$ cat src/design/gmg_pkg.sv
// Package for the grid mesh generator: result kinds, register indexes, widths.
// No dependencies.
package gmg_pkg;
	localparam int GRID_MAX_DEF = 256;
	localparam int CNT_W = 9;
	localparam int LEN_W = 16;
	localparam int CRD_W = 8;
	localparam int DIV_W = 24; // dividend width: 8-bit index times 16-bit length or 2^16

	localparam logic [1:0] KIND_VERTEX = 2'd0;
	localparam logic [1:0] KIND_TRI    = 2'd1;
	localparam logic [1:0] KIND_OUT    = 2'd2;

	localparam logic [1:0] REG_POINTS_X = 2'd0;
	localparam logic [1:0] REG_POINTS_Z = 2'd1;
	localparam logic [1:0] REG_LEN_X    = 2'd2;
	localparam logic [1:0] REG_LEN_Z    = 2'd3;

	// classified item handed from front to back
	typedef struct packed {
		logic       outside;
		logic       corner;
		logic [7:0] col;
		logic [7:0] row;
	} item_t;
endpackage

$ cat src/design/gmg_front.sv
// Front part of the grid mesh generator: accepts points, classifies them, queues them.
// Depends on gmg_pkg.
module gmg_front (
	input  logic                      clk,
	input  logic                      arst_n,
	input  logic                      in_valid,
	output logic                      in_ready,
	input  logic [7:0]                col,
	input  logic [7:0]                row,
	input  logic [gmg_pkg::CNT_W-1:0] nx,
	input  logic [gmg_pkg::CNT_W-1:0] nz,
	output logic                      q_valid,
	input  logic                      q_ready,
	output gmg_pkg::item_t            q_item
);
	import gmg_pkg::*;

	item_t      buf_q [2];
	logic       wp_q, rp_q;
	logic [1:0] cnt_q;
	logic       push, pop;
	item_t      cls;

	always_comb begin
		cls.col = col;
		cls.row = row;
		cls.outside = ({1'b0, col} >= nx) || ({1'b0, row} >= nz);
		cls.corner = ({1'b0, col} + 9'd1 < nx) && ({1'b0, row} + 9'd1 < nz);
	end

	assign in_ready = (cnt_q != 2'd2);
	assign push = in_valid && in_ready;
	assign q_valid = (cnt_q != 2'd0);
	assign pop = q_valid && q_ready;
	assign q_item = buf_q[rp_q];

	always_ff @(posedge clk) begin
		if (push) begin
			buf_q[wp_q] <= cls;
		end
	end

	always_ff @(posedge clk or negedge arst_n) begin
		if (!arst_n) begin
			wp_q <= 1'b0;
			rp_q <= 1'b0;
			cnt_q <= 2'd0;
		end else begin
			if (push) wp_q <= ~wp_q;
			if (pop) rp_q <= ~rp_q;
			cnt_q <= cnt_q + {1'b0, push} - {1'b0, pop};
		end
	end
endmodule

$ cat src/design/gmg_div.sv
// Restoring divider, one quotient bit per cycle; four lanes share the sequencer.
// Depends on gmg_pkg.
module gmg_div (
	input  logic                      clk,
	input  logic                      arst_n,
	input  logic                      start,
	input  logic [gmg_pkg::DIV_W-1:0] num [4],
	input  logic [gmg_pkg::CNT_W-1:0] den [4],
	output logic                      done,
	output logic [gmg_pkg::DIV_W-1:0] quo [4]
);
	import gmg_pkg::*;

	localparam int STEP_W = $clog2(DIV_W + 1);

	logic [STEP_W-1:0] step_q;
	logic              busy_q;
	logic [DIV_W-1:0]  n_q [4];
	logic [CNT_W-1:0]  d_q [4];
	logic [CNT_W:0]    r_q [4];

	assign done = busy_q && (step_q == STEP_W'(DIV_W - 1));

	always_ff @(posedge clk or negedge arst_n) begin
		if (!arst_n) begin
			busy_q <= 1'b0;
			step_q <= '0;
		end else if (start) begin
			busy_q <= 1'b1;
			step_q <= '0;
		end else if (busy_q) begin
			if (done) busy_q <= 1'b0;
			step_q <= step_q + STEP_W'(1);
		end
	end

	for (genvar i = 0; i < 4; i++) begin : g_lane
		logic [CNT_W+1:0] trial;
		assign trial = {r_q[i], n_q[i][DIV_W-1]} - {2'b00, d_q[i]};
		assign quo[i] = n_q[i];
		always_ff @(posedge clk) begin
			if (start) begin
				n_q[i] <= num[i];
				d_q[i] <= den[i];
				r_q[i] <= '0;
			end else if (busy_q) begin
				if (!trial[CNT_W+1]) begin
					r_q[i] <= trial[CNT_W:0];
					n_q[i] <= {n_q[i][DIV_W-2:0], 1'b1};
				end else begin
					r_q[i] <= {r_q[i][CNT_W-1:0], n_q[i][DIV_W-1]};
					n_q[i] <= {n_q[i][DIV_W-2:0], 1'b0};
				end
			end
		end
	end
endmodule

$ cat src/design/gmg_back.sv
// Back part: computes vertex data through the divider and issues up to seven results.
// Depends on gmg_pkg and gmg_div.
module gmg_back (
	input  logic                      clk,
	input  logic                      arst_n,
	input  logic                      q_valid,
	output logic                      q_ready,
	input  gmg_pkg::item_t            q_item,
	input  logic [gmg_pkg::CNT_W-1:0] nx,
	input  logic [gmg_pkg::CNT_W-1:0] nz,
	input  logic [15:0]               len_x,
	input  logic [15:0]               len_z,
	output logic                      out_valid,
	input  logic                      out_ready,
	output logic [1:0]                kind,
	output logic signed [16:0]        pos_x,
	output logic signed [16:0]        pos_z,
	output logic [16:0]               tex_u,
	output logic [16:0]               tex_v,
	output logic [15:0]               index,
	output logic                      last
);
	import gmg_pkg::*;

	localparam logic [1:0] ST_IDLE = 2'd0;
	localparam logic [1:0] ST_MUL  = 2'd1;
	localparam logic [1:0] ST_DIV  = 2'd2;
	localparam logic [1:0] ST_EMIT = 2'd3;

	logic [1:0]  st_q;
	item_t       it_q;
	logic [2:0]  seq_q;
	logic [15:0] a_q;
	logic        div_start, div_done;
	logic [DIV_W-1:0] num [4];
	logic [CNT_W-1:0] den [4];
	logic [DIV_W-1:0] quo [4];
	logic [16:0] px_r, pz_r, u_r, v_r;
	logic        out_ld;
	logic [15:0] tri_idx;
	logic        tri_last;

	assign num[0] = DIV_W'(it_q.col) * DIV_W'(len_x);
	assign num[1] = DIV_W'(it_q.row) * DIV_W'(len_z);
	assign num[2] = {it_q.col, 16'h0};
	assign num[3] = {it_q.row, 16'h0};
	assign den[0] = nx - 9'd1;
	assign den[1] = nz - 9'd1;
	assign den[2] = nx - 9'd1;
	assign den[3] = nz - 9'd1;
	assign div_start = (st_q == ST_MUL);

	gmg_div u_div (
		.clk(clk), .arst_n(arst_n), .start(div_start), .num(num), .den(den),
		.done(div_done), .quo(quo)
	);

	always_comb begin
		px_r = 17'(quo[0]) - 17'(len_x[15:1]);
		pz_r = 17'(len_z[15:1]) - 17'(quo[1]);
		u_r  = quo[2][16:0];
		v_r  = quo[3][16:0];
		case (seq_q)
			3'd0: tri_idx = a_q;
			3'd1: tri_idx = a_q + 16'd1;
			3'd2: tri_idx = a_q + 16'(nx);
			3'd3: tri_idx = a_q + 16'(nx);
			3'd4: tri_idx = a_q + 16'd1;
			default: tri_idx = a_q + 16'(nx) + 16'd1;
		endcase
		tri_last = (seq_q == 3'd5);
	end

	// output register frees when empty or being taken
	assign out_ld = !out_valid || out_ready;
	assign q_ready = (st_q == ST_IDLE);

	always_ff @(posedge clk or negedge arst_n) begin
		if (!arst_n) begin
			st_q <= ST_IDLE;
			seq_q <= '0;
			out_valid <= 1'b0;
		end else begin
			if (st_q == ST_EMIT && out_ld) out_valid <= 1'b1;
			else if (out_ready) out_valid <= 1'b0;
			case (st_q)
				ST_IDLE: begin
					if (q_valid) st_q <= ST_MUL;
				end
				ST_MUL: st_q <= it_q.outside ? ST_EMIT : ST_DIV;
				ST_DIV: begin
					if (div_done) begin
						st_q <= ST_EMIT;
						seq_q <= 3'd7;
					end
				end
				ST_EMIT: begin
					if (out_ld) begin
						if (it_q.outside || (seq_q == 3'd7 && !it_q.corner) || tri_last) begin
							st_q <= ST_IDLE;
						end
						seq_q <= seq_q + 3'd1;
					end
				end
				default: st_q <= ST_IDLE;
			endcase
		end
	end

	always_ff @(posedge clk) begin
		if (st_q == ST_IDLE && q_valid) begin
			it_q <= q_item;
		end
		if (st_q == ST_MUL) begin
			a_q <= 16'(16'(it_q.row) * 16'(nx) + 16'(it_q.col));
		end
		if (st_q == ST_EMIT && out_ld) begin
			if (it_q.outside) begin
				kind <= KIND_OUT;
				{pos_x, pos_z, tex_u, tex_v} <= '0;
				index <= '0;
				last <= 1'b1;
			end else if (seq_q == 3'd7) begin
				kind <= KIND_VERTEX;
				pos_x <= px_r;
				pos_z <= pz_r;
				tex_u <= u_r;
				tex_v <= v_r;
				index <= a_q;
				last <= !it_q.corner;
			end else begin
				kind <= KIND_TRI;
				{pos_x, pos_z, tex_u, tex_v} <= '0;
				index <= tri_idx;
				last <= tri_last;
			end
		end
	end
endmodule

$ cat src/design/grid_mesh_generator.sv
// Top level of the grid mesh generator: config registers, front queue, back unit.
// Depends on gmg_pkg, gmg_front, gmg_back.
//
//  channel  | handshake             | payload
//  in       | in_valid / in_ready   | col, row
//  out      | out_valid / out_ready | kind, pos_x, pos_z, tex_u, tex_v, index, last
//  cfg      | cfg_we                | cfg_idx, cfg_data
//
// The back end takes a point when idle, starts the divider in its multiply state, then
// runs 24 divider steps for x, z, u, v before the vertex is loaded.
// A cell corner then issues the vertex and six indices, one per cycle while the output is
// taken; other inside points give only the vertex; outside points skip the divider.
// A two-entry queue lets points be taken while the back end divides or stalls.
// Reset clears control state and loads the register defaults.
module grid_mesh_generator (
	input  logic               clk,
	input  logic               arst_n,
	input  logic               in_valid,
	output logic               in_ready,
	input  logic [7:0]         col,
	input  logic [7:0]         row,
	output logic               out_valid,
	input  logic               out_ready,
	output logic [1:0]         kind,
	output logic signed [16:0] pos_x,
	output logic signed [16:0] pos_z,
	output logic [16:0]        tex_u,
	output logic [16:0]        tex_v,
	output logic [15:0]        index,
	output logic               last,
	input  logic               cfg_we,
	input  logic [1:0]         cfg_idx,
	input  logic [15:0]        cfg_data
);
	import gmg_pkg::*;

	logic [8:0]  pnx_q, pnz_q;
	logic [15:0] lx_q, lz_q;
	logic [8:0]  nx, nz;
	logic        qv, qr;
	item_t       qi;

	always_ff @(posedge clk or negedge arst_n) begin
		if (!arst_n) begin
			pnx_q <= 9'd2;
			pnz_q <= 9'd2;
			lx_q <= 16'd256;
			lz_q <= 16'd256;
		end else if (cfg_we) begin
			case (cfg_idx)
				REG_POINTS_X: pnx_q <= cfg_data[8:0];
				REG_POINTS_Z: pnz_q <= cfg_data[8:0];
				REG_LEN_X:    lx_q <= cfg_data;
				REG_LEN_Z:    lz_q <= cfg_data;
				default: ;
			endcase
		end
	end

	// clamp counts to [2, GRID_MAX_DEF]
	always_comb begin
		nx = (pnx_q < 9'd2) ? 9'd2 : ((pnx_q > 9'(GRID_MAX_DEF)) ? 9'(GRID_MAX_DEF) : pnx_q);
		nz = (pnz_q < 9'd2) ? 9'd2 : ((pnz_q > 9'(GRID_MAX_DEF)) ? 9'(GRID_MAX_DEF) : pnz_q);
	end

	gmg_front u_front (
		.clk(clk), .arst_n(arst_n), .in_valid(in_valid), .in_ready(in_ready),
		.col(col), .row(row), .nx(nx), .nz(nz),
		.q_valid(qv), .q_ready(qr), .q_item(qi)
	);

	gmg_back u_back (
		.clk(clk), .arst_n(arst_n), .q_valid(qv), .q_ready(qr), .q_item(qi),
		.nx(nx), .nz(nz), .len_x(lx_q), .len_z(lz_q),
		.out_valid(out_valid), .out_ready(out_ready), .kind(kind),
		.pos_x(pos_x), .pos_z(pos_z), .tex_u(tex_u), .tex_v(tex_v),
		.index(index), .last(last)
	);

	a_kind: assert property (@(posedge clk) disable iff (!arst_n)
		out_valid |-> (kind == KIND_VERTEX || kind == KIND_TRI || kind == KIND_OUT))
		else $error("bad kind");
	a_out_last: assert property (@(posedge clk) disable iff (!arst_n)
		(out_valid && kind == KIND_OUT) |-> last)
		else $error("outside point without last");
	a_tri_zero: assert property (@(posedge clk) disable iff (!arst_n)
		(out_valid && kind == KIND_TRI) |-> (tex_u == 17'd0 && pos_x == 17'sd0))
		else $error("triangle result carries vertex data");
endmodule
$ cat config.mk
export PLATFORM = sky130hd
export DESIGN_NAME = grid_mesh_generator
export DESIGN_NICKNAME = d
export VERILOG_FILES = /design/src/design/gmg_pkg.sv /design/src/design/gmg_front.sv /design/src/design/gmg_div.sv /design/src/design/gmg_back.sv /design/src/design/grid_mesh_generator.sv
export SDC_FILE = /design/constraint.sdc
export NUM_CORES = 1
export LEC_CHECK = 0
export BUFFER_PORTS_ARGS = -buffer_cell sky130_fd_sc_hd__buf_2
export CORE_ASPECT_RATIO = 1.5
export CORE_UTILIZATION = 50
export DETAILED_ROUTE_END_ITERATION = 16
export PLACE_DENSITY = 0.77
export SYNTH_ARGS = -nofsm -noshare
export SYNTH_HDL_FRONTEND = slang
export SYNTH_SLANG_ARGS = --single-unit
$ cat constraint.sdc
create_clock -name clk -period 6.6 [get_ports clk]
set_clock_uncertainty 0.2 [all_clocks]
set_input_delay 1.32 -clock clk [delete_from_list [all_inputs] [get_ports clk]]
set_output_delay 1.32 -clock clk [all_outputs]
set_load 0.01 [all_outputs]
==> results_dict.tcl <==
set metrics [dict create \
    antenna_left 0 \
    max_freq_ghz 0.171 \
    cp-end-kind "flop" \
    port_buffers 127 \
    yosys_register_bits 377 \
    post-cts-setup-buffers 0 \
    wl_um 71800 \
    routedWlPerCell_um 18.1 \
    rr_endpoint "u_back.u_div.n_q[0][22]$_DFFE_PP_" \
    die_h_um 305 \
    start_util 0.508 \
    io_pins 128 \
    cp.arrival_ns 5.97 \
    clock_path_buffers 3 \
    nNetsFinal 3657 \
    synth_top_area_cell "edfxtp_1" \
    cts.sinks 377 \
    layout_commonest_cell "inv_1" \
    diodes 0 \
    clock_latency_ns 0.60 \
    grt_pass1_vias 22383 \
    crit_buf_inv 3 \
    hold_path.startpoint "u_front.wp_q$_DFFE_PN0P_" \
    period_minus_slack_ns 5.85 \
    rrSetupSlack_ns 0.75 \
    cpMostUsedCell "fa_1" \
    die_w_um 204 \
    numCtsBuffers 40 \
    cts_tree "yes" \
    grt_pass1_wl_um 115000 \
    cts_max_level 2 \
    first_pass_iters 7 \
    grt_overflow_total 0 \
    drv_cap 0 \
    critPathLaunchType "flop" \
    synth_warnings 0 \
    fin_crit_sh 0.887 \
    ys.flop_type "edfxtp_1" \
    coreArea_um2 60300 \
    grt_usage 0.235 \
    rr_startpoint "u_back.it_q[13]$_DFFE_PP_" \
    outcome "complete, no violations" \
    yosysSeqAreaShare 0.359 \
    antenna_found_initial 1 \
    critPathSlowestCell "edfxtp_1" \
    path_cells "clkinv_1 > nor2_1 > fa_1 > inv_1 > fa_1 > fa_1 > fa_1 > inv_1 > ha_1 > a2111oi_0 > o21ai_0 > a41oi_1 > o21ai_0 > o221ai_1 > mux2i_1 > nor3_1" \
    critPathKind "flop to flop" \
    syn-num-nets 3565 \
    num_vias 22198 \
    cts_root_buffer "clkbuf_16" \
    viasPerCell 5.61 \
    area.growth.synth_to_final_pct 9.18 \
    final_core_util 0.555 \
    fp-row-count 110 \
    yosysTopAreaCellShare 0.305 \
    cpPeakStageDelay_ns 0.57 \
    async_flop_share 0.175 \
    setup_viol 0 \
    place.gp.congestion 0.950 \
    ys_types 82 \
    avgSynthCellArea_um2 10.0 \
    hold_path.class "flop to flop" \
    fill_cells 5214 \
    critPathMaxFanout 11 \
    drt-initial-drc-count 1337 \
    drive_gt1_frac 0.102 \
    critical-path-top-delay-family "adder cells" \
    syn_inst 3051 \
    finalHoldViolCount 0 \
    holdBufCountCts 0 \
    final_cell_mix "inv_1 (383), edfxtp_1 (311), nand2_1 (306)" \
    yosys-top-cells-area "edfxtp_1 (30%), fa_1 (15%), ha_1 (10%)" \
    required_ns 6.72 \
    ctsResizeCount 0 \
    die_area_um2 62300 \
    drc_errors 0 \
    synth_edf_count 311 \
    grt_max_degree 101 \
    syn_area_um2 30700 \
    r2r_cells 16 \
    clk_pin_slew_ns 0.06 \
    min_to "u_front.wp_q$_DFFE_PN0P_" \
    holdPathStages 1 \
    hpwl_um 54500 \
    tightest_slew_ns 1.18 \
    max_slew_margin 0.210 \
    slew_violations 0 \
    final.setup.tns_ns 0 \
    grt_setup_unrepaired "no" \
]
stage by stage:
stage / std cells / hold slack [ns] / instance area [um2] / worst slack [ns]
2_1_floorplan: 3051 / 0.224 / 30700 / 1.28
3_3_place_gp: 3885 / 0.276 / 32100 / 0.927
3_5_place_dp: 3885 / 0.285 / 32100 / 0.800
4_1_cts: 3957 / 0.293 / 33500 / 0.769
5_1_grt: 3957 / 0.322 / 33500 / 0.334
6_report: 3957 / 0.292 / 33500 / 0.746
worst max path at each step:
stage          slack [ns]  cells past startpoint                                end                      start
2_1_floorplan        1.28                     17  u_back.u_div.n_q[0][22]$_DFFE_PP_  u_back.it_q[11]$_DFFE_PP_
3_3_place_gp         0.93                     16  u_back.u_div.n_q[0][22]$_DFFE_PP_  u_back.it_q[11]$_DFFE_PP_
3_5_place_dp         0.80                     16  u_back.u_div.n_q[0][22]$_DFFE_PP_  u_back.it_q[11]$_DFFE_PP_
4_1_cts              0.77                     16  u_back.u_div.n_q[0][22]$_DFFE_PP_  u_back.it_q[11]$_DFFE_PP_
5_1_grt              0.33                     16  u_back.u_div.n_q[0][22]$_DFFE_PP_  u_back.it_q[14]$_DFFE_PP_
6_report             0.75                     16  u_back.u_div.n_q[0][22]$_DFFE_PP_  u_back.it_q[13]$_DFFE_PP_
state kept, by name, summed over array words and instances (netlist names), 9 cells and up:
name	cells
u_back.u_div.n_q	96
u_back.u_div.r_q	40
u_front.buf_q	36
u_back.it_q	18
u_back.u_div.d_q	18
u_back.pos_x	17
u_back.pos_z	17
u_back.tex_u	17
u_back.tex_v	17
lx_q	16
lz_q	16
u_back.a_q	16
u_back.index	16
pnx_q	9
pnz_q	9
layer usage:
metal  routed length (um)  GRT usage  part of all wire
met1                28600      0.281              0.40
met2                36200      0.413              0.50
met3                 3780     0.0344             0.053
met4                 3180      0.105             0.044
met5                    0          0                 0
cells by family (layout without fill, tap and decap cells):
group           after synthesis  count (layout)  synth area share
xor+xnor                    112             112            0.0320
compound gates              464             464            0.0980
buf+inv                     497             619            0.0611
flops                       377             377             0.359
simple gates               1021            1021             0.164
fa+ha+maj                   475             475             0.249
mux                         105             105            0.0377
cell usage after synthesis (all sizes together), types with 5 or more instances:
master  count
inv       384
edfxtp    311
nand2     306
ha        251
fa        224
nor2      218
and2      208
a21oi     125
o21ai     114
clkbuf     99
mux2       70
xnor2      67
dfrtp      62
nor3       55
nand3      48
xor2       45
a21o       41
nor2b      41
mux2i      35
o21a       31
a211oi     23
nand2b     23
or3        21
nor4       20
o31ai      17
or4        17
nand4      16
and3       14
a21boi     13
or2        12
buf        11
a211o      10
o211ai     10
nor3b       9
o31a        8
a221oi      6
a31oi       6
o32ai       5
layout make-up:
class                      count  area, um2  area share
multi-input combinational   2177      17800       0.532
sequential                   377      11000       0.329
timing repair buffer         160        898      0.0268
clock inverter                18        186     0.00557
clock buffer                  54       1130      0.0338
inverter                     387       1450      0.0434
tap                          784        981      0.0293
worst register-to-register path, stage by stage, from the launching register on:
cell,delay [ns]
edfxtp_1,0.57
clkinv_1,0.35
nor2_1,0.22
fa_1,0.43
inv_1,0.09
fa_1,0.42
fa_1,0.53
fa_1,0.57
inv_1,0.05
ha_1,0.33
a2111oi_0,0.36
o21ai_0,0.19
a41oi_1,0.41
o21ai_0,0.23
o221ai_1,0.32
mux2i_1,0.23
nor3_1,0.07
Power is not shown: default switching activity piles up to over one toggle a cycle in this logic, so the estimate is an artifact.
